File: src/sv/amic_pkg.sv
// ---------------------------------------------------------------------------
// amic_pkg
// shared types, constants and arithmetic helpers of the affine inverse core
// ---------------------------------------------------------------------------
package amic_pkg;

    localparam int WORD_BITS  = 32;
    localparam int FRAC_BITS  = 16;
    localparam int THR_BITS   = 17;
    localparam int ADDR_BITS  = 5;
    localparam int MEM_DEPTH  = 32;
    localparam int NUM_MTX    = 12;
    localparam int TDATA_BITS = 104;
    localparam int PC_BITS    = 6;
    localparam int QUOT_BITS  = 2 * FRAC_BITS + 2;

    localparam logic [WORD_BITS-1:0] FX_ONE = WORD_BITS'(1) << FRAC_BITS;

    // scratch addresses
    localparam logic [ADDR_BITS-1:0] A_COF  = 5'd12;
    localparam logic [ADDR_BITS-1:0] A_IDET = 5'd23;
    localparam logic [ADDR_BITS-1:0] A_TRN  = 5'd24;

    // program counter marks
    localparam logic [PC_BITS-1:0] PC_DET_END   = 6'd22;
    localparam logic [PC_BITS-1:0] PC_INV_START = 6'd23;
    localparam logic [PC_BITS-1:0] PC_LAST      = 6'd40;

    // accumulate kinds
    localparam logic [1:0] K_LOAD = 2'd0;
    localparam logic [1:0] K_SUB  = 2'd1;
    localparam logic [1:0] K_ADD  = 2'd2;

    typedef struct packed {
        logic                 trigger;
        logic [1:0]           col;
        logic [WORD_BITS-1:0] r2;
        logic [WORD_BITS-1:0] r1;
        logic [WORD_BITS-1:0] r0;
    } item_t;

    typedef struct packed {
        logic [1:0]           kind;
        logic [ADDR_BITS-1:0] src_a;
        logic [ADDR_BITS-1:0] src_b;
        logic [ADDR_BITS-1:0] dst;
        logic                 wr;
        logic                 neg;
    } uop_t;

    function automatic uop_t mk(input logic [1:0] kind, input int a, input int b,
                                input logic wr, input logic neg, input int dst);
        uop_t u;
        u.kind  = kind;
        u.src_a = ADDR_BITS'(a);
        u.src_b = ADDR_BITS'(b);
        u.dst   = ADDR_BITS'(dst);
        u.wr    = wr;
        u.neg   = neg;
        return u;
    endfunction

    // micro-program: cofactors, determinant, scaled inverse, translation
    function automatic uop_t uop_at(input logic [PC_BITS-1:0] pc);
        uop_t u;
        case (pc)
            6'd0:  u = mk(K_LOAD, 4, 8, 1'b0, 1'b0, 0);
            6'd1:  u = mk(K_SUB,  5, 7, 1'b1, 1'b0, 12);
            6'd2:  u = mk(K_LOAD, 7, 2, 1'b0, 1'b0, 0);
            6'd3:  u = mk(K_SUB,  8, 1, 1'b1, 1'b0, 13);
            6'd4:  u = mk(K_LOAD, 1, 5, 1'b0, 1'b0, 0);
            6'd5:  u = mk(K_SUB,  2, 4, 1'b1, 1'b0, 14);
            6'd6:  u = mk(K_LOAD, 5, 6, 1'b0, 1'b0, 0);
            6'd7:  u = mk(K_SUB,  3, 8, 1'b1, 1'b0, 15);
            6'd8:  u = mk(K_LOAD, 8, 0, 1'b0, 1'b0, 0);
            6'd9:  u = mk(K_SUB,  6, 2, 1'b1, 1'b0, 16);
            6'd10: u = mk(K_LOAD, 2, 3, 1'b0, 1'b0, 0);
            6'd11: u = mk(K_SUB,  0, 5, 1'b1, 1'b0, 17);
            6'd12: u = mk(K_LOAD, 3, 7, 1'b0, 1'b0, 0);
            6'd13: u = mk(K_SUB,  4, 6, 1'b1, 1'b0, 18);
            6'd14: u = mk(K_LOAD, 6, 1, 1'b0, 1'b0, 0);
            6'd15: u = mk(K_SUB,  7, 0, 1'b1, 1'b0, 19);
            6'd16: u = mk(K_LOAD, 0, 4, 1'b0, 1'b0, 0);
            6'd17: u = mk(K_SUB,  1, 3, 1'b1, 1'b0, 20);
            6'd18: u = mk(K_LOAD, 1, 8, 1'b0, 1'b0, 0);
            6'd19: u = mk(K_SUB,  2, 7, 1'b1, 1'b0, 21);
            6'd20: u = mk(K_LOAD, 0, 12, 1'b0, 1'b0, 0);
            6'd21: u = mk(K_SUB,  3, 21, 1'b0, 1'b0, 0);
            6'd22: u = mk(K_ADD,  6, 14, 1'b0, 1'b0, 0);
            6'd23: u = mk(K_LOAD, 23, 12, 1'b1, 1'b0, 12);
            6'd24: u = mk(K_LOAD, 23, 13, 1'b1, 1'b0, 13);
            6'd25: u = mk(K_LOAD, 23, 14, 1'b1, 1'b0, 14);
            6'd26: u = mk(K_LOAD, 23, 15, 1'b1, 1'b0, 15);
            6'd27: u = mk(K_LOAD, 23, 16, 1'b1, 1'b0, 16);
            6'd28: u = mk(K_LOAD, 23, 17, 1'b1, 1'b0, 17);
            6'd29: u = mk(K_LOAD, 23, 18, 1'b1, 1'b0, 18);
            6'd30: u = mk(K_LOAD, 23, 19, 1'b1, 1'b0, 19);
            6'd31: u = mk(K_LOAD, 23, 20, 1'b1, 1'b0, 20);
            6'd32: u = mk(K_LOAD, 9, 12, 1'b0, 1'b0, 0);
            6'd33: u = mk(K_ADD,  10, 15, 1'b0, 1'b0, 0);
            6'd34: u = mk(K_ADD,  11, 18, 1'b1, 1'b1, 24);
            6'd35: u = mk(K_LOAD, 9, 13, 1'b0, 1'b0, 0);
            6'd36: u = mk(K_ADD,  10, 16, 1'b0, 1'b0, 0);
            6'd37: u = mk(K_ADD,  11, 19, 1'b1, 1'b1, 25);
            6'd38: u = mk(K_LOAD, 9, 14, 1'b0, 1'b0, 0);
            6'd39: u = mk(K_ADD,  10, 17, 1'b0, 1'b0, 0);
            6'd40: u = mk(K_ADD,  11, 20, 1'b1, 1'b1, 26);
            default: u = mk(K_LOAD, 0, 0, 1'b0, 1'b0, 0);
        endcase
        return u;
    endfunction

    // clamp a grown sum back to the word
    function automatic logic [WORD_BITS-1:0] sat_sum(input logic [WORD_BITS:0] s);
        logic [WORD_BITS-1:0] r;
        if (s[WORD_BITS] != s[WORD_BITS-1])
            r = s[WORD_BITS] ? {1'b1, {(WORD_BITS-1){1'b0}}} : {1'b0, {(WORD_BITS-1){1'b1}}};
        else
            r = s[WORD_BITS-1:0];
        return r;
    endfunction

    // round half away from zero, drop fraction bits, saturate
    function automatic logic [WORD_BITS-1:0] fx_round(input logic [2*WORD_BITS-1:0] p);
        logic                       neg;
        logic [2*WORD_BITS-1:0]     mag;
        logic [2*WORD_BITS-1:0]     nm;
        logic [2*WORD_BITS-FRAC_BITS-1:0] r;
        logic [2*WORD_BITS-FRAC_BITS-1:0] lim;
        neg = p[2*WORD_BITS-1];
        mag = neg ? (~p + 1'b1) : p;
        nm  = mag + ((2*WORD_BITS)'(1) << (FRAC_BITS - 1));
        r   = nm[2*WORD_BITS-1:FRAC_BITS];
        lim = ((2*WORD_BITS-FRAC_BITS)'(1) << (WORD_BITS - 1))
              - (neg ? (2*WORD_BITS-FRAC_BITS)'(0) : (2*WORD_BITS-FRAC_BITS)'(1));
        if (r > lim)
            r = lim;
        return neg ? (~r[WORD_BITS-1:0] + 1'b1) : r[WORD_BITS-1:0];
    endfunction

    // scratch address of an output column row
    function automatic logic [ADDR_BITS-1:0] out_addr(input logic [1:0] col,
                                                      input logic [1:0] row);
        logic [ADDR_BITS-1:0] a;
        if (col == 2'd3)
            a = A_TRN + ADDR_BITS'(row);
        else
            a = A_COF + ADDR_BITS'(col) * ADDR_BITS'(3) + ADDR_BITS'(row);
        return a;
    endfunction

endpackage

File: src/sv/amic_fifo.sv
// ---------------------------------------------------------------------------
// amic_fifo
// two-entry queue of column transactions between front and back
// ---------------------------------------------------------------------------
module amic_fifo (
    input  logic            clk,
    input  logic            rst_n,
    input  logic            push_valid,
    output logic            push_ready,
    input  amic_pkg::item_t push_item,
    output logic            pop_valid,
    input  logic            pop_ready,
    output amic_pkg::item_t pop_item
);

    amic_pkg::item_t slot_reg [2];
    logic            wr_ptr_reg;
    logic            rd_ptr_reg;
    logic [1:0]      count_reg;
    logic [1:0]      count_next;
    logic            do_push;
    logic            do_pop;

    assign push_ready = (count_reg != 2'd2);
    assign pop_valid  = (count_reg != 2'd0);
    assign pop_item   = slot_reg[rd_ptr_reg];
    assign do_push    = push_valid && push_ready;
    assign do_pop     = pop_valid && pop_ready;

    always_comb
    begin
        count_next = count_reg;
        if (do_push && !do_pop)
            count_next = count_reg + 2'd1;
        else if (do_pop && !do_push)
            count_next = count_reg - 2'd1;
    end

    always_ff @(posedge clk or negedge rst_n)
    begin
        if (!rst_n)
        begin
            wr_ptr_reg <= 1'b0;
            rd_ptr_reg <= 1'b0;
            count_reg  <= 2'd0;
        end
        else
        begin
            count_reg <= count_next;
            if (do_push)
                wr_ptr_reg <= !wr_ptr_reg;
            if (do_pop)
                rd_ptr_reg <= !rd_ptr_reg;
        end
    end

    always_ff @(posedge clk)
    begin
        if (do_push)
        begin
            slot_reg[wr_ptr_reg] <= push_item;
        end
    end

endmodule

File: config.mk
export PLATFORM = sky130hd
export DESIGN_NAME = amic_fifo
export DESIGN_NICKNAME = d
export VERILOG_FILES = /design/src/sv/amic_pkg.sv /design/src/sv/amic_fifo.sv
export SDC_FILE = /design/constraint.sdc
export NUM_CORES = 1
export LEC_CHECK = 0
export BUFFER_PORTS_ARGS = -buffer_cell sky130_fd_sc_hd__buf_4
export CAP_MARGIN = 20
export CELL_PAD_IN_SITES_DETAIL_PLACEMENT = 1
export CELL_PAD_IN_SITES_GLOBAL_PLACEMENT = 2
export CORE_ASPECT_RATIO = 0.9
export CORE_MARGIN = 2
export CORE_UTILIZATION = 35
export DETAILED_ROUTE_END_ITERATION = 6
export GPL_ROUTABILITY_DRIVEN = 0
export PLACE_DENSITY = 0.84
export SYNTH_ARGS = -nofsm -noshare
export SYNTH_HDL_FRONTEND = slang
export SYNTH_SLANG_ARGS = --single-unit
File: constraint.sdc
create_clock -name clk -period 5.1 [get_ports clk]
set_input_delay 0.51 -clock clk [delete_from_list [all_inputs] [get_ports clk]]
set_output_delay 0.51 -clock clk [all_outputs]
set_load 0.01 [all_outputs]
## Word-level counts from Yosys, hierarchy flattened

Memories as Yosys holds them, arrays and structs flattened.
Index checks and enable logic that the tools add are counted.

- Add/subtract/negate cells: 2
- Equality and inequality tests: 1
- Muxes and demuxes: 4
- Reductions and logical operators: 10

Operators with widths:

| kind | count |
|---|---|
| logical AND 1 bit | 4 |
| zero test 1 bit | 4 |
| 2-to-1 mux 2 bit | 2 |
| nonzero test 2 bit | 2 |
| adder 2 x 1 -> 2 bit (second input constant) | 1 |
| 2-to-1 mux 1 bit | 2 |
| != test 2 bit (second input constant) | 1 |
| subtractor 2 x 1 -> 2 bit (second input constant) | 1 |

- Bits in registers: 4
- Memory bits (writable): 198
- Input port bits: 103
- Output and inout port bits: 101
- Logic and storage cells: 21
- Memories: 1

Memory list:

| name | words | width | rd ports | clocked after Yosys merged registers in | write ports | line | text |
|---|---|---|---|---|---|---|---|
| slot_reg | 2 | 99 | 1 | 0 | 1 | amic_fifo.sv:16 | `amic_pkg::item_t slot_reg [2];` |

## Depth between registers and ports, before layout

- Word-level depth: 6
- Depth in mapped cells: 7
- Depth with buffers taken out: 7

## Worst setup path after synthesis

Ideal clock, no wire load.

- Path kind: flip-flop to flip-flop
- From: register count_reg[0]
- To: memory slot_reg[0][0] in the netlist's numbering, enable pin
- Library setup time: 0.558 ns
- Arrival: 4.821 ns
- Required time: 4.542 ns
- Path slack: -0.278 ns
- Stages on the path, launching flop included: 4
- Path buffers: 0
- Period minus slack after synthesis: 5.378 ns
- Path through: dfrtp_1 > nand2b_1 > nand2_1 > nor2_1

- Word-level cells in the longest chain between the ends: 4

Ends and longest elaborated chain:

| what | line | text |
|---|---|---|
| start: declaration | amic_fifo.sv:19 | `logic [1:0] count_reg;` |
| start signal: assignment | amic_fifo.sv:49 | `count_reg <= count_next;` |
| != test 2 bit | amic_fifo.sv:24 | `assign push_ready = (count_reg != 2'd2);` |
| net push_ready | amic_fifo.sv:9 | `output logic push_ready,` |
| logical AND 1 bit | amic_fifo.sv:27 | `assign do_push = push_valid && push_ready;` |
| 2-to-1 mux 1 bit | amic_fifo.sv:59 | `if (do_push)` |
| 2-to-1 mux 1 bit (not written as such) | amic_fifo.sv:61 | `slot_reg[wr_ptr_reg] <= push_item;` |
| end: declaration | amic_fifo.sv:16 |  |

The timed path passes the listed nets, and every way through them passes these cells.

==> flow_summary_export.csv <==
group,metric,value,unit
synthesis,avgSynthCellArea,24.0,µm²
setup_path,critPathArrivalTime,2.57,ns
power_and_ir_drop,seqPwrFrac,0.418,
clock_tree,cts_hold_buffers,1,
power_and_ir_drop,vdd_drop_max,0.363,mV
power_and_ir_drop,p_int,0.00432,W
clock_tree,cts_inserted_buffers,22,
clock_tree,cts_sinks,202,
drt,routed_wl,15.7,mm
synthesis,netlist_instances,326,
sta,max_freq,0.324,GHz
global_route,track_usage,0.131,
die,pin_count,204,
drt,post_drt_wl_per_cell,18.5,µm
global_route,grt_antenna_before_repair,0,
global_route,use_met1,0.162,
hold_path,worst_hold_path.num_cells,1,
cells_and_area,drive_gt1_frac,0.601,
synthesis,muxShareOfSynthArea,0.190,
global_route,grt_max_degree,53,
cells_and_area,nets,651,
clock_tree,h-tree-depth,1,
power_and_ir_drop,p_per_area,580,mW/mm²
global_route,use_met3,0.0427,
clock_tree,clock_latency,0.49,ns
hold_path,hold_path_end,"slot_reg[0][95]$_DFFE_PP_",
setup_path,reg2reg_slack,2.58,ns
drt,dr.pass1.iters,4,
placed_design,io_buffers,203,
sta,tns,0,ns
sta,clock_skew,0.00796,ns
die,initial_utilization,0.359,
setup_path,cp-start-kind,"flop",
sta,finalMaxSlewViolations,0,
drt,viasPerCell,4.42,
global_route,grtUsageMet2,0.223,
synthesis,synth_xor_area_frac,0.00559,
clock_tree,cts-root-buf,"clkbuf_16",
power_and_ir_drop,p_switching,0.00164,W
power_and_ir_drop,swShare,0.275,
power_and_ir_drop,p_leak,4.09,nW
synthesis,ys_seq_area_frac,0.771,
setup_path,required,4.59,ns
sta,worst_pin_slew,0.993,ns
cells_and_area,layout_commonest_cell,"buf_4",
hold_path,holdCritPathClass,"input pin to flop",
global_route,busiest_layer,"met2",
die,die_height,146,µm
setup_path,cp_cell_sequence,"buf_12 -> mux2_4 -> buf_4",
sta,final-setup-viol-count,0,
power_and_ir_drop,p_comb_frac,0.329,
power_and_ir_drop,power.share.clock,0.253,
synthesis,syn_nets,430,
clock_tree,cts_tree,"yes",
clock_tree,clockBufferDepth,3,
setup_path,path_max_fanout,51,
synthesis,synth-simple-area-share,0.00431,
synthesis,synth_top_family_by_area,"multiplexers",
sta,min_period,3.08,ns
placed_design,dp.cells,813,
setup_path,cp-end-kind,"output port",
setup_path,cp_slowest_cell,"dfrtp_4",
cells_and_area,final_cell_mix,"206 x buf_4, 198 x edfxtp_1, 99 x mux2_4",
setup_path,r2r_start,"count_reg[0]$_DFFE_PN0P_",
placed_design,place_area,0.00957,mm²
cells_and_area,finalInstanceArea,0.0103,mm²
setup_path,r2r_cells,5,
cells_and_area,largest_reg_flops,198,
sta,maxSlewHeadroom,0.338,
global_route,first_global_vias,4160,
die,rows,51,
sta,rsz0062_at_grt,"false",
run_status,outcome,"completed",
die,die_w,162,µm
sta,timing_hold_violations_final,0,
synthesis,yosys_warnings,0,
setup_path,worst_r2r_endpoint,"slot_reg[0][31]$_DFFE_PP_",
sta,period_share,0.605,
clock_tree,cts_setup_buffers,0,
hold_path,worstHoldStart,"push_item[95]",
cells_and_area,area.growth.synth_to_final,31.1,%
die,dieArea,0.0236,mm²
synthesis,synth-compound-area-share,0,
synthesis,synth.distinct_cells,14,
synthesis,synth_area,0.00784,mm²
drt,dr.first_iter.drc_count,114,
drt,ant_nets,0,
global_route,grt_first_pass_wirelength,23.9,mm
job,maxCapViolations,0,
clock_tree,clkTransAtPathRegs,0.06,ns
cells_and_area,antenna_cells,0,
setup_path,slowest_delay,1.04,ns
sta,hold_ws,0.204,ns
drt,num_vias,3769,
synthesis,synth_adder_area_share,0.00160,
global_route,gr-total-overflow,0,
clock_tree,ctsResizeCount,0,
drt,drc_errors,0,
placed_design,hpwlAfterDp,10.8,mm
synthesis,ys_ff_latch,202,
die,core-area,0.0218,mm²
setup_path,crit_type,"flop to output port",
cells_and_area,final_cells,853,
## cell usage after synthesis
library cell  instances  area (µm²)
inv_1                 1        3.75
dfrtp_1               4         100
nand2b_1              1        6.26
buf_6                 1        11.3
nand2_1               2        7.51
buf_12               10         200
ha_1                  1        12.5
edfxtp_1            198        5950
xnor2_1               3        26.3
nor2_1                2        7.51
mux2_4               99        1490
xor2_1                2        17.5
and3_1                1        6.26
or2_1                 1        6.26
## power by group through the flow
stage | Clock (W) | Combinational (W) | Sequential (W)
2_1_floorplan | 0 | 0.00141 | 0.00241
3_3_place_gp | 0 | 0.00197 | 0.00250
3_5_place_dp | 0 | 0.00201 | 0.00253
4_1_cts | 0.00156 | 0.00201 | 0.00250
5_1_grt | 0.00161 | 0.00209 | 0.00254
6_report | 0.00151 | 0.00196 | 0.00249
## how the worst max path moves through the flow
stage	from	to	cells past startpoint
finish	rd_ptr_reg$_DFFE_PN0P_	pop_item[0]	3
global route	rd_ptr_reg$_DFFE_PN0P_	pop_item[74]	3
CTS	rd_ptr_reg$_DFFE_PN0P_	pop_item[44]	3
detailed placement	rd_ptr_reg$_DFFE_PN0P_	pop_item[43]	3
floorplan	count_reg[0]$_DFFE_PN0P_	slot_reg[0][0]$_DFFE_PP_	3
global placement	rd_ptr_reg$_DFFE_PN0P_	pop_item[43]	3
## layer usage
layer	vias up	share of wire	routed length, µm
li1	1730	-	-
met1	1870	0.41	6410
met2	141	0.50	7830
met3	28	0.076	1200
met4	0	0.019	300
met5	-	0	0
## stage by stage
stage                     utilization  setup slack [ns]  power [W]
after global placement          0.439              2.54    0.00447
after global routing            0.471              1.88    0.00624
after floorplan                     -              1.39    0.00382
after detailed placement        0.439              2.51    0.00454
final                           0.471              2.02    0.00596
after CTS                       0.471              1.97    0.00607
## kinds of logic (layout without fill, tap and decap cells)
| logic type | count (synthesis) | count (layout) |
|---|---|---|
| DFF | 202 | 202 |
| muxes | 99 | 99 |
| buffers and inverters | 12 | 248 |
| and+or+nand+nor | 7 | 7 |
| xor gates and xnor gates | 5 | 5 |
| adders and majority gates | 1 | 1 |
## worst max-delay path: cells and delay by family (launching register included)
family | cells | cell delay, ns
buffers and inverters | 2 | 0.56
DFF | 1 | 1.04
muxes | 1 | 0.34
## final cells by class
class / instances / area, µm²
well taps: 291 / 364
multi-input cells: 112 / 1590
clock buffers: 28 / 594
fillers: 2093 / 11500
flip-flops and latches: 202 / 6050
repair buffers: 208 / 1580
inverters: 1 / 3.75
clock inverters: 11 / 98.8
Power figures use the tool's default switching activity.
