===== config.mk =====
export PLATFORM = sky130hd
export DESIGN_NAME = amic_front
export DESIGN_NICKNAME = d
export VERILOG_FILES = /design/src/sv/amic_pkg.sv /design/src/sv/amic_front.sv
export SDC_FILE = /design/constraint.sdc
export NUM_CORES = 1
export LEC_CHECK = 0
export BUFFER_PORTS_ARGS = -buffer_cell sky130_fd_sc_hd__buf_2
export CAP_MARGIN = 20
export CORE_MARGIN = 2
export CORE_UTILIZATION = 44
export DETAILED_ROUTE_END_ITERATION = 16
export GPL_TIMING_DRIVEN = 0
export PLACE_DENSITY_LB_ADDON = 0.3
export SLEW_MARGIN = 20
export SYNTH_ARGS = -nofsm -noshare
export SYNTH_HDL_FRONTEND = slang
export SYNTH_SLANG_ARGS = --single-unit

===== constraint.sdc =====
create_clock -name clk -period 5.15 [get_ports clk]
set_input_delay 1.545 -clock clk [delete_from_list [all_inputs] [get_ports clk]]
set_output_delay 1.545 -clock clk [all_outputs]
set_load 0.005 [all_outputs]

===== src/sv/amic_pkg.sv =====
// ---------------------------------------------------------------------------
// amic_pkg
// shared types, constants and arithmetic helpers of the affine inverse core
// ---------------------------------------------------------------------------
package amic_pkg;

    localparam int WORD_BITS  = 32;
    localparam int FRAC_BITS  = 16;
    localparam int THR_BITS   = 17;
    localparam int ADDR_BITS  = 5;
    localparam int MEM_DEPTH  = 32;
    localparam int NUM_MTX    = 12;
    localparam int TDATA_BITS = 104;
    localparam int PC_BITS    = 6;
    localparam int QUOT_BITS  = 2 * FRAC_BITS + 2;

    localparam logic [WORD_BITS-1:0] FX_ONE = WORD_BITS'(1) << FRAC_BITS;

    // scratch addresses
    localparam logic [ADDR_BITS-1:0] A_COF  = 5'd12;
    localparam logic [ADDR_BITS-1:0] A_IDET = 5'd23;
    localparam logic [ADDR_BITS-1:0] A_TRN  = 5'd24;

    // program counter marks
    localparam logic [PC_BITS-1:0] PC_DET_END   = 6'd22;
    localparam logic [PC_BITS-1:0] PC_INV_START = 6'd23;
    localparam logic [PC_BITS-1:0] PC_LAST      = 6'd40;

    // accumulate kinds
    localparam logic [1:0] K_LOAD = 2'd0;
    localparam logic [1:0] K_SUB  = 2'd1;
    localparam logic [1:0] K_ADD  = 2'd2;

    typedef struct packed {
        logic                 trigger;
        logic [1:0]           col;
        logic [WORD_BITS-1:0] r2;
        logic [WORD_BITS-1:0] r1;
        logic [WORD_BITS-1:0] r0;
    } item_t;

    typedef struct packed {
        logic [1:0]           kind;
        logic [ADDR_BITS-1:0] src_a;
        logic [ADDR_BITS-1:0] src_b;
        logic [ADDR_BITS-1:0] dst;
        logic                 wr;
        logic                 neg;
    } uop_t;

    function automatic uop_t mk(input logic [1:0] kind, input int a, input int b,
                                input logic wr, input logic neg, input int dst);
        uop_t u;
        u.kind  = kind;
        u.src_a = ADDR_BITS'(a);
        u.src_b = ADDR_BITS'(b);
        u.dst   = ADDR_BITS'(dst);
        u.wr    = wr;
        u.neg   = neg;
        return u;
    endfunction

    // micro-program: cofactors, determinant, scaled inverse, translation
    function automatic uop_t uop_at(input logic [PC_BITS-1:0] pc);
        uop_t u;
        case (pc)
            6'd0:  u = mk(K_LOAD, 4, 8, 1'b0, 1'b0, 0);
            6'd1:  u = mk(K_SUB,  5, 7, 1'b1, 1'b0, 12);
            6'd2:  u = mk(K_LOAD, 7, 2, 1'b0, 1'b0, 0);
            6'd3:  u = mk(K_SUB,  8, 1, 1'b1, 1'b0, 13);
            6'd4:  u = mk(K_LOAD, 1, 5, 1'b0, 1'b0, 0);
            6'd5:  u = mk(K_SUB,  2, 4, 1'b1, 1'b0, 14);
            6'd6:  u = mk(K_LOAD, 5, 6, 1'b0, 1'b0, 0);
            6'd7:  u = mk(K_SUB,  3, 8, 1'b1, 1'b0, 15);
            6'd8:  u = mk(K_LOAD, 8, 0, 1'b0, 1'b0, 0);
            6'd9:  u = mk(K_SUB,  6, 2, 1'b1, 1'b0, 16);
            6'd10: u = mk(K_LOAD, 2, 3, 1'b0, 1'b0, 0);
            6'd11: u = mk(K_SUB,  0, 5, 1'b1, 1'b0, 17);
            6'd12: u = mk(K_LOAD, 3, 7, 1'b0, 1'b0, 0);
            6'd13: u = mk(K_SUB,  4, 6, 1'b1, 1'b0, 18);
            6'd14: u = mk(K_LOAD, 6, 1, 1'b0, 1'b0, 0);
            6'd15: u = mk(K_SUB,  7, 0, 1'b1, 1'b0, 19);
            6'd16: u = mk(K_LOAD, 0, 4, 1'b0, 1'b0, 0);
            6'd17: u = mk(K_SUB,  1, 3, 1'b1, 1'b0, 20);
            6'd18: u = mk(K_LOAD, 1, 8, 1'b0, 1'b0, 0);
            6'd19: u = mk(K_SUB,  2, 7, 1'b1, 1'b0, 21);
            6'd20: u = mk(K_LOAD, 0, 12, 1'b0, 1'b0, 0);
            6'd21: u = mk(K_SUB,  3, 21, 1'b0, 1'b0, 0);
            6'd22: u = mk(K_ADD,  6, 14, 1'b0, 1'b0, 0);
            6'd23: u = mk(K_LOAD, 23, 12, 1'b1, 1'b0, 12);
            6'd24: u = mk(K_LOAD, 23, 13, 1'b1, 1'b0, 13);
            6'd25: u = mk(K_LOAD, 23, 14, 1'b1, 1'b0, 14);
            6'd26: u = mk(K_LOAD, 23, 15, 1'b1, 1'b0, 15);
            6'd27: u = mk(K_LOAD, 23, 16, 1'b1, 1'b0, 16);
            6'd28: u = mk(K_LOAD, 23, 17, 1'b1, 1'b0, 17);
            6'd29: u = mk(K_LOAD, 23, 18, 1'b1, 1'b0, 18);
            6'd30: u = mk(K_LOAD, 23, 19, 1'b1, 1'b0, 19);
            6'd31: u = mk(K_LOAD, 23, 20, 1'b1, 1'b0, 20);
            6'd32: u = mk(K_LOAD, 9, 12, 1'b0, 1'b0, 0);
            6'd33: u = mk(K_ADD,  10, 15, 1'b0, 1'b0, 0);
            6'd34: u = mk(K_ADD,  11, 18, 1'b1, 1'b1, 24);
            6'd35: u = mk(K_LOAD, 9, 13, 1'b0, 1'b0, 0);
            6'd36: u = mk(K_ADD,  10, 16, 1'b0, 1'b0, 0);
            6'd37: u = mk(K_ADD,  11, 19, 1'b1, 1'b1, 25);
            6'd38: u = mk(K_LOAD, 9, 14, 1'b0, 1'b0, 0);
            6'd39: u = mk(K_ADD,  10, 17, 1'b0, 1'b0, 0);
            6'd40: u = mk(K_ADD,  11, 20, 1'b1, 1'b1, 26);
            default: u = mk(K_LOAD, 0, 0, 1'b0, 1'b0, 0);
        endcase
        return u;
    endfunction

    // clamp a grown sum back to the word
    function automatic logic [WORD_BITS-1:0] sat_sum(input logic [WORD_BITS:0] s);
        logic [WORD_BITS-1:0] r;
        if (s[WORD_BITS] != s[WORD_BITS-1])
            r = s[WORD_BITS] ? {1'b1, {(WORD_BITS-1){1'b0}}} : {1'b0, {(WORD_BITS-1){1'b1}}};
        else
            r = s[WORD_BITS-1:0];
        return r;
    endfunction

    // round half away from zero, drop fraction bits, saturate
    function automatic logic [WORD_BITS-1:0] fx_round(input logic [2*WORD_BITS-1:0] p);
        logic                       neg;
        logic [2*WORD_BITS-1:0]     mag;
        logic [2*WORD_BITS-1:0]     nm;
        logic [2*WORD_BITS-FRAC_BITS-1:0] r;
        logic [2*WORD_BITS-FRAC_BITS-1:0] lim;
        neg = p[2*WORD_BITS-1];
        mag = neg ? (~p + 1'b1) : p;
        nm  = mag + ((2*WORD_BITS)'(1) << (FRAC_BITS - 1));
        r   = nm[2*WORD_BITS-1:FRAC_BITS];
        lim = ((2*WORD_BITS-FRAC_BITS)'(1) << (WORD_BITS - 1))
              - (neg ? (2*WORD_BITS-FRAC_BITS)'(0) : (2*WORD_BITS-FRAC_BITS)'(1));
        if (r > lim)
            r = lim;
        return neg ? (~r[WORD_BITS-1:0] + 1'b1) : r[WORD_BITS-1:0];
    endfunction

    // scratch address of an output column row
    function automatic logic [ADDR_BITS-1:0] out_addr(input logic [1:0] col,
                                                      input logic [1:0] row);
        logic [ADDR_BITS-1:0] a;
        if (col == 2'd3)
            a = A_TRN + ADDR_BITS'(row);
        else
            a = A_COF + ADDR_BITS'(col) * ADDR_BITS'(3) + ADDR_BITS'(row);
        return a;
    endfunction

endpackage


===== src/sv/amic_front.sv =====
// ---------------------------------------------------------------------------
// amic_front
// input register stage, unpacks and tags each column transaction
// ---------------------------------------------------------------------------
module amic_front (
    input  logic                             clk,
    input  logic                             rst_n,
    input  logic                             s_tvalid,
    output logic                             s_tready,
    input  logic [amic_pkg::TDATA_BITS-1:0]  s_tdata,
    output logic                             push_valid,
    input  logic                             push_ready,
    output amic_pkg::item_t                  push_item
);

    logic            hold_valid_reg;
    amic_pkg::item_t hold_item_reg;
    amic_pkg::item_t in_item;

    always_comb
    begin
        in_item.col     = s_tdata[1:0];
        in_item.r0      = s_tdata[33:2];
        in_item.r1      = s_tdata[65:34];
        in_item.r2      = s_tdata[97:66];
        in_item.trigger = (s_tdata[1:0] == 2'd3);
    end

    assign s_tready   = !hold_valid_reg || push_ready;
    assign push_valid = hold_valid_reg;
    assign push_item  = hold_item_reg;

    always_ff @(posedge clk or negedge rst_n)
    begin
        if (!rst_n)
        begin
            hold_valid_reg <= 1'b0;
        end
        else if (s_tready)
        begin
            hold_valid_reg <= s_tvalid;
        end
    end

    always_ff @(posedge clk)
    begin
        if (s_tvalid && s_tready)
        begin
            hold_item_reg <= in_item;
        end
    end

endmodule


Yosys cells after proc, flatten, opt, wreduce, memory -nomap -nowiden. Cells that the tools add are included. W data, S select, Z words.

Register bits: 100. Bits of input ports: 108. Logic and storage cells: 10.

Equality and inequality tests: 1. Reductions and logical operators: 3.

Operator list (count): $eq A2 B2 Y1 const B (1); $logic_and A1 B1 Y1 (1); $logic_not A1 Y1 (1); $logic_or A1 B1 Y1 (1).

Logic depth before layout (Yosys ltp). Gate-level depths: netlist (run 1).

Word-level depth: 3. Gate-level depth with buffers: 2. Mapped depth without buffers: 2.

Worst setup path after synthesis (run 1). No wires, ideal clock.

Path type: in2out. Start: input push_ready. End: output s_tready. Data arrival time: 1.671 ns. Data required time: 3.605 ns. Slack: 1.934 ns. Stages on the path: 1. Cells stage by stage: nand2b_4.

Word-level cells in the longest chain between the ends: 1.

Ends and longest elaborated chain: start, declared (line amic_front.sv:12) `input logic push_ready,`; $logic_or A1 B1 Y1 (line amic_front.sv:29) `assign s_tready = !hold_valid_reg || push_ready;`; end, declared (line amic_front.sv:9) `output logic s_tready,`.

No other way between the ends.

Final worst setup path (run 1). Same ends and word-level chain as after synthesis.

==> run metrics, run 1 <==
Setup CP Type input port to output port; Port-buffer cells 202; diode count 0; Post-CTS Repair Setup Buffers 0; crit path max-delay cell type sky130_fd_sc_hd__nand2b_4; met1 Usage GRT 0.163; final net count 426; Hold Vio Cnt, Final 0; CTS tree built; Netlist Area Pre-Place 3030 um^2; critical path launch point type input port; transition time at the pin with the least slew margin 557 ps; Initial DRT Pass Iterations 4; cells taking the most area after synthesis sky130_fd_sc_hd__edfxtp_1 98%, sky130_fd_sc_hd__dfrtp_1 0.83%, sky130_fd_sc_hd__nand2b_4 0.45%; Critical Path End Type output port; fraction of layout instances using a drive strength above 1 0.681; hold path cells 2; switching part of the total power 0.192; most common library cell in the layout ignoring fill and taps sky130_fd_sc_hd__buf_2; Slew HR 0.629; Iter 0 DRT Violations 62; number of placement rows 30; clk_lat worst skew 350 ps; cell depth of the worst setup path 3; Remaining Overflow, GRT 0; die extent in x 87.0 um; count of clock tree sinks 100; clock transition at the registers of the reported paths 90 ps; pre-CTS WS 1710 ps; average wire length per cell after detail routing 15.1 um; hold slack final 550 ps; Top Ports 209; IR drop worst, VDD 0.237 mV; initial core utilization 0.451; P per Cell Area 373 nW/um^2; internal cell power 1.33 mW; register area share after synthesis 0.988; arrival time at the worst endpoint 1890 ps; final weighted congestion in routability-driven placement 0.672; unrepaired setup endpoints after global routing false; Vias per Instance 4.48; pin count of the biggest net entering global routing 59; portion of total power attributed to sequential cells 0.582; worst-case clock buffer depth 2; Comb pwr share 0.067; Clock power frac 0.352; clock tree skew after final layout 8.65 ps; most used cell along the critical path sky130_fd_sc_hd__buf_2; fraction of post-synthesis cell area in the top cell type by area 0.980; top fanout value on the critical path 3; drt drc 0; Post-DP HPWL 4610 um; Syn. warnings 0; Post-CTS Resized 0; post-cts hold buffer count 0; power consumption 1.65 mW; CTS H-Tree Depth 3; Post-Syn Nets 212; number of max-slew violations in the final report 0; longest individual stage delay on the worst path 130 ps; buffers plus inverters on the worst setup path 2; net switching component of the power 0.317 mW; reg2reg path depth 3; area growth from synthesis to layout 45.4%; minimum clock period after layout 3440 ps; filler instances 484; wirelength, routed 6090 um; Setup TNS 0 ps; remaining number of nets flagged by the antenna check after routing 0; final clock period utilization by the worst path 0.668; CP required 3610 ps; critical path's top delay family buffers and inverters; first-pass GRT wire length 8360 um; Top Usage Layer GRT met2; vias in the first global route 1,752; M3 GR Usage 0.0976; total routing usage reported by global routing 0.156; result of the run finished, final reports clean; Hold Path Class flop to flop; Die Span Y 87.0 um; P_leak 1.90 nW; max-cap check violation count 0; # setup viols final 0; least setup slack across all paths after layout 1710 ps; post-synth top area cell sky130_fd_sc_hd__edfxtp_1; overall via count from detail_route 1,807; die outline area 7570 um^2; Yosys reg bits 100; synthesized netlist cell count 104; global routing usage on met2 0.240; timing-limited maximum frequency 291 MHz; antenna violations before repair 0; Core ar. 6720 um^2; number of buffers added by the clock tree synthesis step 9; list of cells traversed by the critical path buf_2, nand2b_4, buf_2; number of different library cells in the post-synthesis netlist 6; Avg Cell Area, Syn 29.2 um^2; leading cell types in the layout, fill and taps excluded 202 x sky130_fd_sc_hd__buf_2, 99 x sky130_fd_sc_hd__edfxtp_1, 9 x sky130_fd_sc_hd__clkbuf_8; library cell used as clock root buffer sky130_fd_sc_hd__clkbuf_8
synth_stat cells:
| cell | instances |
|---|---|
| sky130_fd_sc_hd__dfrtp_1 | 1 |
| sky130_fd_sc_hd__nand2b_4 | 1 |
| sky130_fd_sc_hd__edfxtp_1 | 99 |
| sky130_fd_sc_hd__nand2b_1 | 1 |
| sky130_fd_sc_hd__and2_1 | 1 |
| sky130_fd_sc_hd__and2_4 | 1 |
area by class of cell:
class / count / area (um^2) / share of cell area
Sequential cell: 100 / 3000 / 0.680
Clock buffer: 10 / 128 / 0.0289
Multi-Input combinational cell: 4 / 35.0 / 0.00794
Clock inverter: 6 / 111 / 0.0252
Timing Repair Buffer: 203 / 1040 / 0.235
Tap cell: 80 / 100 / 0.0227
power by group through the flow:
stage               sequential (mW)  clock [mW]  combinational (mW)
floorplan                     0.985           0              0.0166
global placement              0.976           0               0.106
detailed placement            0.976           0               0.112
CTS                           0.958       0.594               0.112
global route                  0.962       0.624               0.121
finish                        0.957       0.579               0.110
per-stage QoR:
step	utilization	cells	area, um^2
after detailed placement	0.621	387	4170
after floorplan	-	104	3030
final	0.656	403	4410
after global placement	0.617	386	4140
after global routing	0.656	403	4410
after CTS	0.656	403	4410
routing by layer:
metal	vias up	wire length, um
met5	-	0
met2	135	2920
met3	16	907
met4	0	170
li1	844	-
met1	812	2090
flip-flops by register name, summed over array words and instances, names as in the netlist:
register / flops
push_item: 99
push_valid: 1
worst paths after layout:
check	startpoint	to	slack, ps
setup / recovery	push_ready	s_tready	1710
hold / removal	push_valid	push_valid	550
setup reg to reg	push_valid	push_item[27]	3460
hold reg to reg	push_valid	push_valid	550
max in group asynchronous	rst_n	push_valid	4120
min in group asynchronous	rst_n	push_valid	950
cell families after synthesis:
kind of cell,count (synthesis),share of synthesized area
flops,100,0.988
simple gates,4,0.0116
tightest hold or removal path: cells and delay by family (launching register included):
| kind | cells | cell delay, ps |
|---|---|---|
| simple gates | 2 | 130 |
| flops | 1 | 400 |
Note: power is estimated with default switching activity, not from simulation.
==> run 2, diff against run 1 <==
--- a/config.mk
+++ b/config.mk
@@ -8,7 +8,7 @@
 export BUFFER_PORTS_ARGS = -buffer_cell sky130_fd_sc_hd__buf_2
 export CAP_MARGIN = 20
 export CORE_MARGIN = 2
-export CORE_UTILIZATION = 44
+export CORE_UTILIZATION = 37
 export DETAILED_ROUTE_END_ITERATION = 16
 export GPL_TIMING_DRIVEN = 0
 export PLACE_DENSITY_LB_ADDON = 0.3
==> constraint.sdc (replaced) <==
create_clock -name clk -period 3.1 [get_ports clk]
set_input_delay 0.93 -clock clk [delete_from_list [all_inputs] [get_ports clk]]
set_output_delay 0.93 -clock clk [all_outputs]
set_load 0.005 [all_outputs]
==> run 2 against run 1 <==
Cell count increased by 6.2%; sequential power increased by 66%; sequential share of layout area decreased by 0.13 points; first-iteration DRC count decreased by 58%; critical path depth unchanged; clock power increased by 55%; register-to-register slack got worse by 2200 ps.
==> run metrics, run 2 (synthesized netlist as in run 1, its figures left out) <==
arrival time at the worst endpoint 1280 ps (-610 ps); minimum clock period after layout 2210 ps; average wire length per cell after detail routing 14.7 um (-2.4%); Layout Cell Area excl Fill 4420 um^2 (+0.20%); transition time at the pin with the least slew margin 688 ps (+130 ps); final clock period utilization by the worst path 0.714; Clock power frac 0.336 (-0.016); post-cts hold buffer count 0 (unchanged); remaining number of nets flagged by the antenna check after routing 0 (unchanged); Post-CTS Resized 0 (unchanged); final net count 426 (unchanged); Setup TNS 0 ps (unchanged); clock transition at the registers of the reported paths 100 ps (about the same); Top Ports 209 (unchanged); Hold Path Class input port to asynchronous set/reset pin; cell area after placement 4200 um^2 (+0.57%); Slew HR 0.542 (-0.0869); unrepaired setup endpoints after global routing false; die extent in x 94.5 um (+8.6%); P_leak 1.88 nW (-0.59%); antenna violations before repair 0 (unchanged); Hold Vio Cnt, Final 0 (unchanged); drt drc 0 (unchanged); Post-DP HPWL 4770 um (+3.4%); Initial DRT Pass Iterations 4 (unchanged); Post-CTS Repair Setup Buffers 0 (unchanged); crit path max-delay cell type sky130_fd_sc_hd__nand2b_4; first-pass GRT wire length 8870 um (+6.0%); die outline area 8940 um^2 (+18%); list of cells traversed by the critical path buf_2, nand2b_4, buf_2; leading cell types in the layout, fill and taps excluded 202 x sky130_fd_sc_hd__buf_2, 99 x sky130_fd_sc_hd__edfxtp_1, 9 x sky130_fd_sc_hd__clkbuf_8; wirelength, routed 6310 um (+3.6%); final weighted congestion in routability-driven placement 0.707 (+5.3%); filler instances 670 (+38%); P per Cell Area 604 nW/um^2 (+62%); vias in the first global route 1,774 (+1.3%); library cell used as clock root buffer sky130_fd_sc_hd__clkbuf_8; Core ar. 8090 um^2 (+20%); portion of total power attributed to sequential cells 0.595 (+0.013); area growth from synthesis to layout 45.7%; most common library cell in the layout ignoring fill and taps sky130_fd_sc_hd__buf_2; number of buffers added by the clock tree synthesis step 9 (unchanged); critical path launch point type input port; switching part of the total power 0.201 (+0.00877); Setup CP Type input port to output port; max-cap check violation count 0 (unchanged); Iter 0 DRT Violations 26 (-58%); Remaining Overflow, GRT 0 (unchanged); number of max-slew violations in the final report 0 (unchanged); total routing usage reported by global routing 0.139 (-0.0165); count of clock tree sinks 100 (unchanged); clk_lat worst skew 350 ps (about the same); longest individual stage delay on the worst path 130 ps (about the same); most used cell along the critical path sky130_fd_sc_hd__buf_2; CTS tree built; Die Span Y 94.5 um (+8.6%); number of placement rows 33 (+10%); diode count 0 (unchanged); # setup viols final 0 (unchanged); Critical Path End Type output port; result of the run finished, final reports clean; top fanout value on the critical path 3 (unchanged); Vias per Instance 4.21 (-6.0%); CTS H-Tree Depth 3 (unchanged); internal cell power 2.13 mW (+61%); Comb pwr share 0.068 (about the same); overall via count from detail_route 1,803 (-0.22%); initial core utilization 0.375 (-0.0766); pin count of the biggest net entering global routing 53 (-10%); net switching component of the power 0.537 mW (+70%); worst-case clock buffer depth 2 (unchanged); IR drop worst, VDD 0.292 mV (+23%); flip-flop count of the largest register, all copies and words added 99 (unchanged); fraction of layout instances using a drive strength above 1 0.681 (unchanged); CP required 2170 ps (-1440 ps); Port-buffer cells 202 (unchanged); timing-limited maximum frequency 452 MHz; clock tree skew after final layout 10.7 ps (+2.06 ps)
## run 2: cell types whose count changed in the layout (fill, tap and decap cells not counted), sizes merged
cell / delta
inv: +1
bufinv: -1
## run 2: worst max-delay path: cells and delay by family
family / cells / cell delay, ps
buffers and inverters: 2 / 220
AND/OR/NAND/NOR: 1 / 130
## run 2: power by group through the flow
stage	clock network, mW	registers [mW]	logic [mW]
finish	0.898	1.59	0.183
global route	0.977	1.60	0.203
floorplan	0	1.64	0.0275
CTS	0.933	1.59	0.187
detailed placement	0	1.62	0.187
global placement	0	1.62	0.177
## run 2: routing by layer
metal / track usage / vias up / part of all wire
met5: 0 / - / 0
met4: 0.0737 / 0 / 0.017
met2: 0.248 / 118 / 0.51
li1: - / 844 / -
met1: 0.138 / 829 / 0.35
met3: 0.0567 / 12 / 0.12
## run 2: path summary, 6_finish.rpt
check | cells after the start | slack [ps] | start | to
worst min-delay path | 1 | 330 | rst_n | push_valid
min in group clk | 2 | 580 | push_valid | push_valid
worst max-delay path | 3 | 890 | push_ready | s_tready
max in group asynchronous | 1 | 2680 | rst_n | push_valid
worst max register to register | 3 | 1310 | push_valid | push_item[93]
worst min register to register | 2 | 580 | push_valid | push_valid
## run 2: area by class of cell
cell class	count	area [um^2]	share of cell area
multi-input combinational	4	35.0	0.00793
sequential	100	3000	0.678
clock inverter	6	96.3	0.0218
clock buffer	10	128	0.0289
tap	105	131	0.0297
timing repair buffer	203	1030	0.233
## run 2: stage by stage
| stage | worst slack [ps] | std cells | hold slack (ps) | utilization | total power, mW |
|---|---|---|---|---|---|
| floorplan | 892 | 104 | 542 | - | 1.66 |
| global placement | 585 | 411 | 524 | 0.516 | 1.80 |
| detailed placement | 669 | 412 | 562 | 0.518 | 1.81 |
| CTS | 886 | 428 | 309 | 0.546 | 2.71 |
| global route | 878 | 428 | 310 | 0.546 | 2.78 |
| finish | 886 | 428 | 333 | 0.546 | 2.67 |
==> run 3, diff against run 2 <==
--- a/config.mk
+++ b/config.mk
@@ -5,6 +5,7 @@
 export SDC_FILE = /design/constraint.sdc
 export NUM_CORES = 1
 export LEC_CHECK = 0
+export ABC_AREA = 1
 export BUFFER_PORTS_ARGS = -buffer_cell sky130_fd_sc_hd__buf_2
 export CAP_MARGIN = 20
 export CORE_MARGIN = 2
==> constraint.sdc (replaced) <==
create_clock -name clk -period 1.9 [get_ports clk]
set_input_delay 0.57 -clock clk [delete_from_list [all_inputs] [get_ports clk]]
set_output_delay 0.57 -clock clk [all_outputs]
set_load 0.005 [all_outputs]
==> run 3 against run 2 <==
Setup slack lost 680 ps; die area is 0.23% lower; design area grew 2.1%; critical endpoint is now push_item[44]; largest cell class unchanged.
==> run metrics, run 3 <==
flip-flop count of the largest register, all copies and words added 99 (unchanged); power consumption 4.31 mW (+61%); number of buffers added by the clock tree synthesis step 9 (unchanged); Yosys reg bits 100 (unchanged); Vias per Instance 4.37 (+3.7%); Layout Cell Area excl Fill 4510 um^2 (+2.1%); clk_lat worst skew 350 ps (about the same); pre-CTS WS -334 ps (-1000 ps); dominant synthesized flop cell sky130_fd_sc_hd__edfxtp_1; library cell used as clock root buffer sky130_fd_sc_hd__clkbuf_8; number of placed cells counting well taps 415 (+0.73%); Setup TNS 0 ps (unchanged); start of the worst register-to-register path push_valid; CTS H-Tree Depth 3 (unchanged); final weighted congestion in routability-driven placement 0.680 (-3.8%); cell area after placement 4290 um^2 (+2.1%); transition time at the pin with the least slew margin 669 ps (-19.0 ps); clock tree skew after final layout 8.78 ps (-1.92 ps); leading cell types in the layout, fill and taps excluded 202 x sky130_fd_sc_hd__buf_2, 99 x sky130_fd_sc_hd__edfxtp_1, 9 x sky130_fd_sc_hd__clkbuf_8; final cell utilization of the core 0.578 (+0.0318); total routing usage reported by global routing 0.142 (+0.00232); drt drc 0 (unchanged); overall via count from detail_route 1,892 (+4.9%); fraction of post-synthesis cell area in the top cell type by area 0.983 (+0.00243); Post-Syn Nets 215 (+1.4%); CTS tree built; worst-case clock buffer depth 2 (unchanged); Avg Cell Area, Syn 28.3 um^2 (-3.0%); die extent in x 94.4 um (-0.12%); first-pass GRT wire length 9120 um (+2.9%); # setup viols final 0 (unchanged); most frequent cell after synthesis sky130_fd_sc_hd__edfxtp_1; max-cap check violation count 0 (unchanged); top fanout value on the critical path 25 (+22); minimum clock period after layout 1700 ps; area growth from synthesis to layout 49.1%; least setup slack across all paths after layout 204 ps (-683 ps); Core ar. 7810 um^2 (-3.5%); number of synthesized flops with an enable pin 99 (unchanged); Setup CP Type flop to flop; die outline area 8920 um^2 (-0.23%); final clock period utilization by the worst path 0.893; diode count 0 (unchanged); setup slack on the worst flop-to-flop path 200 ps (-1110 ps); vias in the first global route 1,803 (+1.6%); average wire length per cell after detail routing 15.5 um (+5.5%); Post-DP HPWL 5040 um (+5.8%); non-filler cells, final 433 (+1.2%); clock transition at the registers of the reported paths 110 ps (about the same); wirelength, routed 6730 um (+6.8%); reg2reg path depth 3 (unchanged); number of placement rows 32 (-3.0%); initial core utilization 0.388 (+0.0127); Slew HR 0.554 (+0.0127); number of different library cells in the post-synthesis netlist 5 (-1); Die Span Y 94.4 um (-0.12%); list of most frequent post-synthesis cells 99 x sky130_fd_sc_hd__edfxtp_1, 3 x sky130_fd_sc_hd__inv_1, 3 x sky130_fd_sc_hd__nand2_1, 1 x sky130_fd_sc_hd__a21oi_1, 1 x sky130_fd_sc_hd__dfrtp_1; timing-limited maximum frequency 589 MHz; synthesized netlist cell count 107 (+2.9%); P_leak 1.94 nW (+2.7%); Iter 0 DRT Violations 58 (+120%); fraction of layout instances using a drive strength above 1 0.683 (+0.00166); hold slack final 378 ps (+44.3 ps); Crit Reg-Reg Endpoint push_item[44]; Post-CTS Resized 0 (unchanged); count of clock tree sinks 100 (unchanged); antenna violations before repair 2 (+2); hold path cells 1; Remaining Overflow, GRT 0 (unchanged); Initial DRT Pass Iterations 4 (unchanged); Post-CTS Repair Setup Buffers 0 (unchanged); Netlist Area Pre-Place 3030 um^2 (-0.25%); final net count 434 (+1.9%); result of the run finished, final reports clean; P per Cell Area 955 nW/um^2 (+58%); Port-buffer cells 202 (unchanged); remaining number of nets flagged by the antenna check after routing 0 (unchanged); Critical Path End Type flop; post-synth top area cell sky130_fd_sc_hd__edfxtp_1; fraction of registers with async set/reset 0.0100 (unchanged); register area share after synthesis 0.991 (+0.00245); hold_sp s_tdata[15]; unrepaired setup endpoints after global routing false; critical path launch point type flop; worst hold path endpoint push_item[13]; most common library cell in the layout ignoring fill and taps sky130_fd_sc_hd__buf_2; pin count of the biggest net entering global routing 26 (-51%); arrival time at the worst endpoint 1760 ps (+480 ps); IR drop worst, VDD 0.440 mV (+51%); Syn. warnings 0 (unchanged); number of max-slew violations in the final report 0 (unchanged); Hold Path Class input port to flop; cells taking the most area after synthesis sky130_fd_sc_hd__edfxtp_1 98%, sky130_fd_sc_hd__dfrtp_1 0.83%, sky130_fd_sc_hd__inv_1 0.37%; Hold Vio Cnt, Final 0 (unchanged); CP required 1960 ps (-210 ps); Top Ports 209 (unchanged)
[run 3: report_power, final]
part,switching (mW),internal (mW)
clock network,0.752,0.632
logic,0.155,0.176
registers,0.0267,2.57
[run 3: logic make-up (layout without fill, tap and decap cells)]
family,after synthesis,after routing,synth area share
flops,100,100,0.991
buf+inv,3,226,0.00372
compound gates,1,2,0.00165
simple gates,3,3,0.00372
[run 3: area by class of cell]
| type | instances | area (um^2) |
|---|---|---|
| Tap cell | 102 | 128 |
| Sequential cell | 100 | 3000 |
| Fill cell | 644 | 3300 |
| Clock buffer | 9 | 124 |
| Clock inverter | 7 | 83.8 |
| Inverter | 3 | 23.8 |
| Multi-Input combinational cell | 5 | 36.3 |
| Timing Repair Buffer | 207 | 1120 |
[run 3: how the worst max path moves through the flow]
stage | startpoint | end | cells after the start | slack [ps]
6_report | push_valid | push_item[44] | 3 | 200
5_1_grt | push_valid | push_item[76] | 3 | 110
4_1_cts | push_valid | push_item[76] | 3 | 2
3_5_place_dp | push_ready | push_item[78] | 5 | -330
3_3_place_gp | push_ready | push_item[15] | 3 | -1500
2_1_floorplan | push_ready | push_item[0] | 2 | -760
[run 3: critical path, stage by stage (launching register included)]
cell                      delay (ps)
sky130_fd_sc_hd__dfrtp_1         470
sky130_fd_sc_hd__a21oi_4         500
sky130_fd_sc_hd__buf_16          250
sky130_fd_sc_hd__buf_16          180
[run 3: what timing repair did]
item	4_1_cts	5_1_grt
hold endpoints to repair	1	0
hold buffers	1	0
endpoints found under the setup margin	0	37
[run 3: per-layer routing]
metal / vias up / GRT usage / wire length (um) / share of wire
li1: 867 / - / - / -
met1: 875 / 0.155 / 2340 / 0.35
met2: 130 / 0.237 / 3360 / 0.50
met3: 16 / 0.0638 / 889 / 0.13
met4: 4 / 0.0652 / 109 / 0.016
met5: - / 0 / 31 / 0.0046
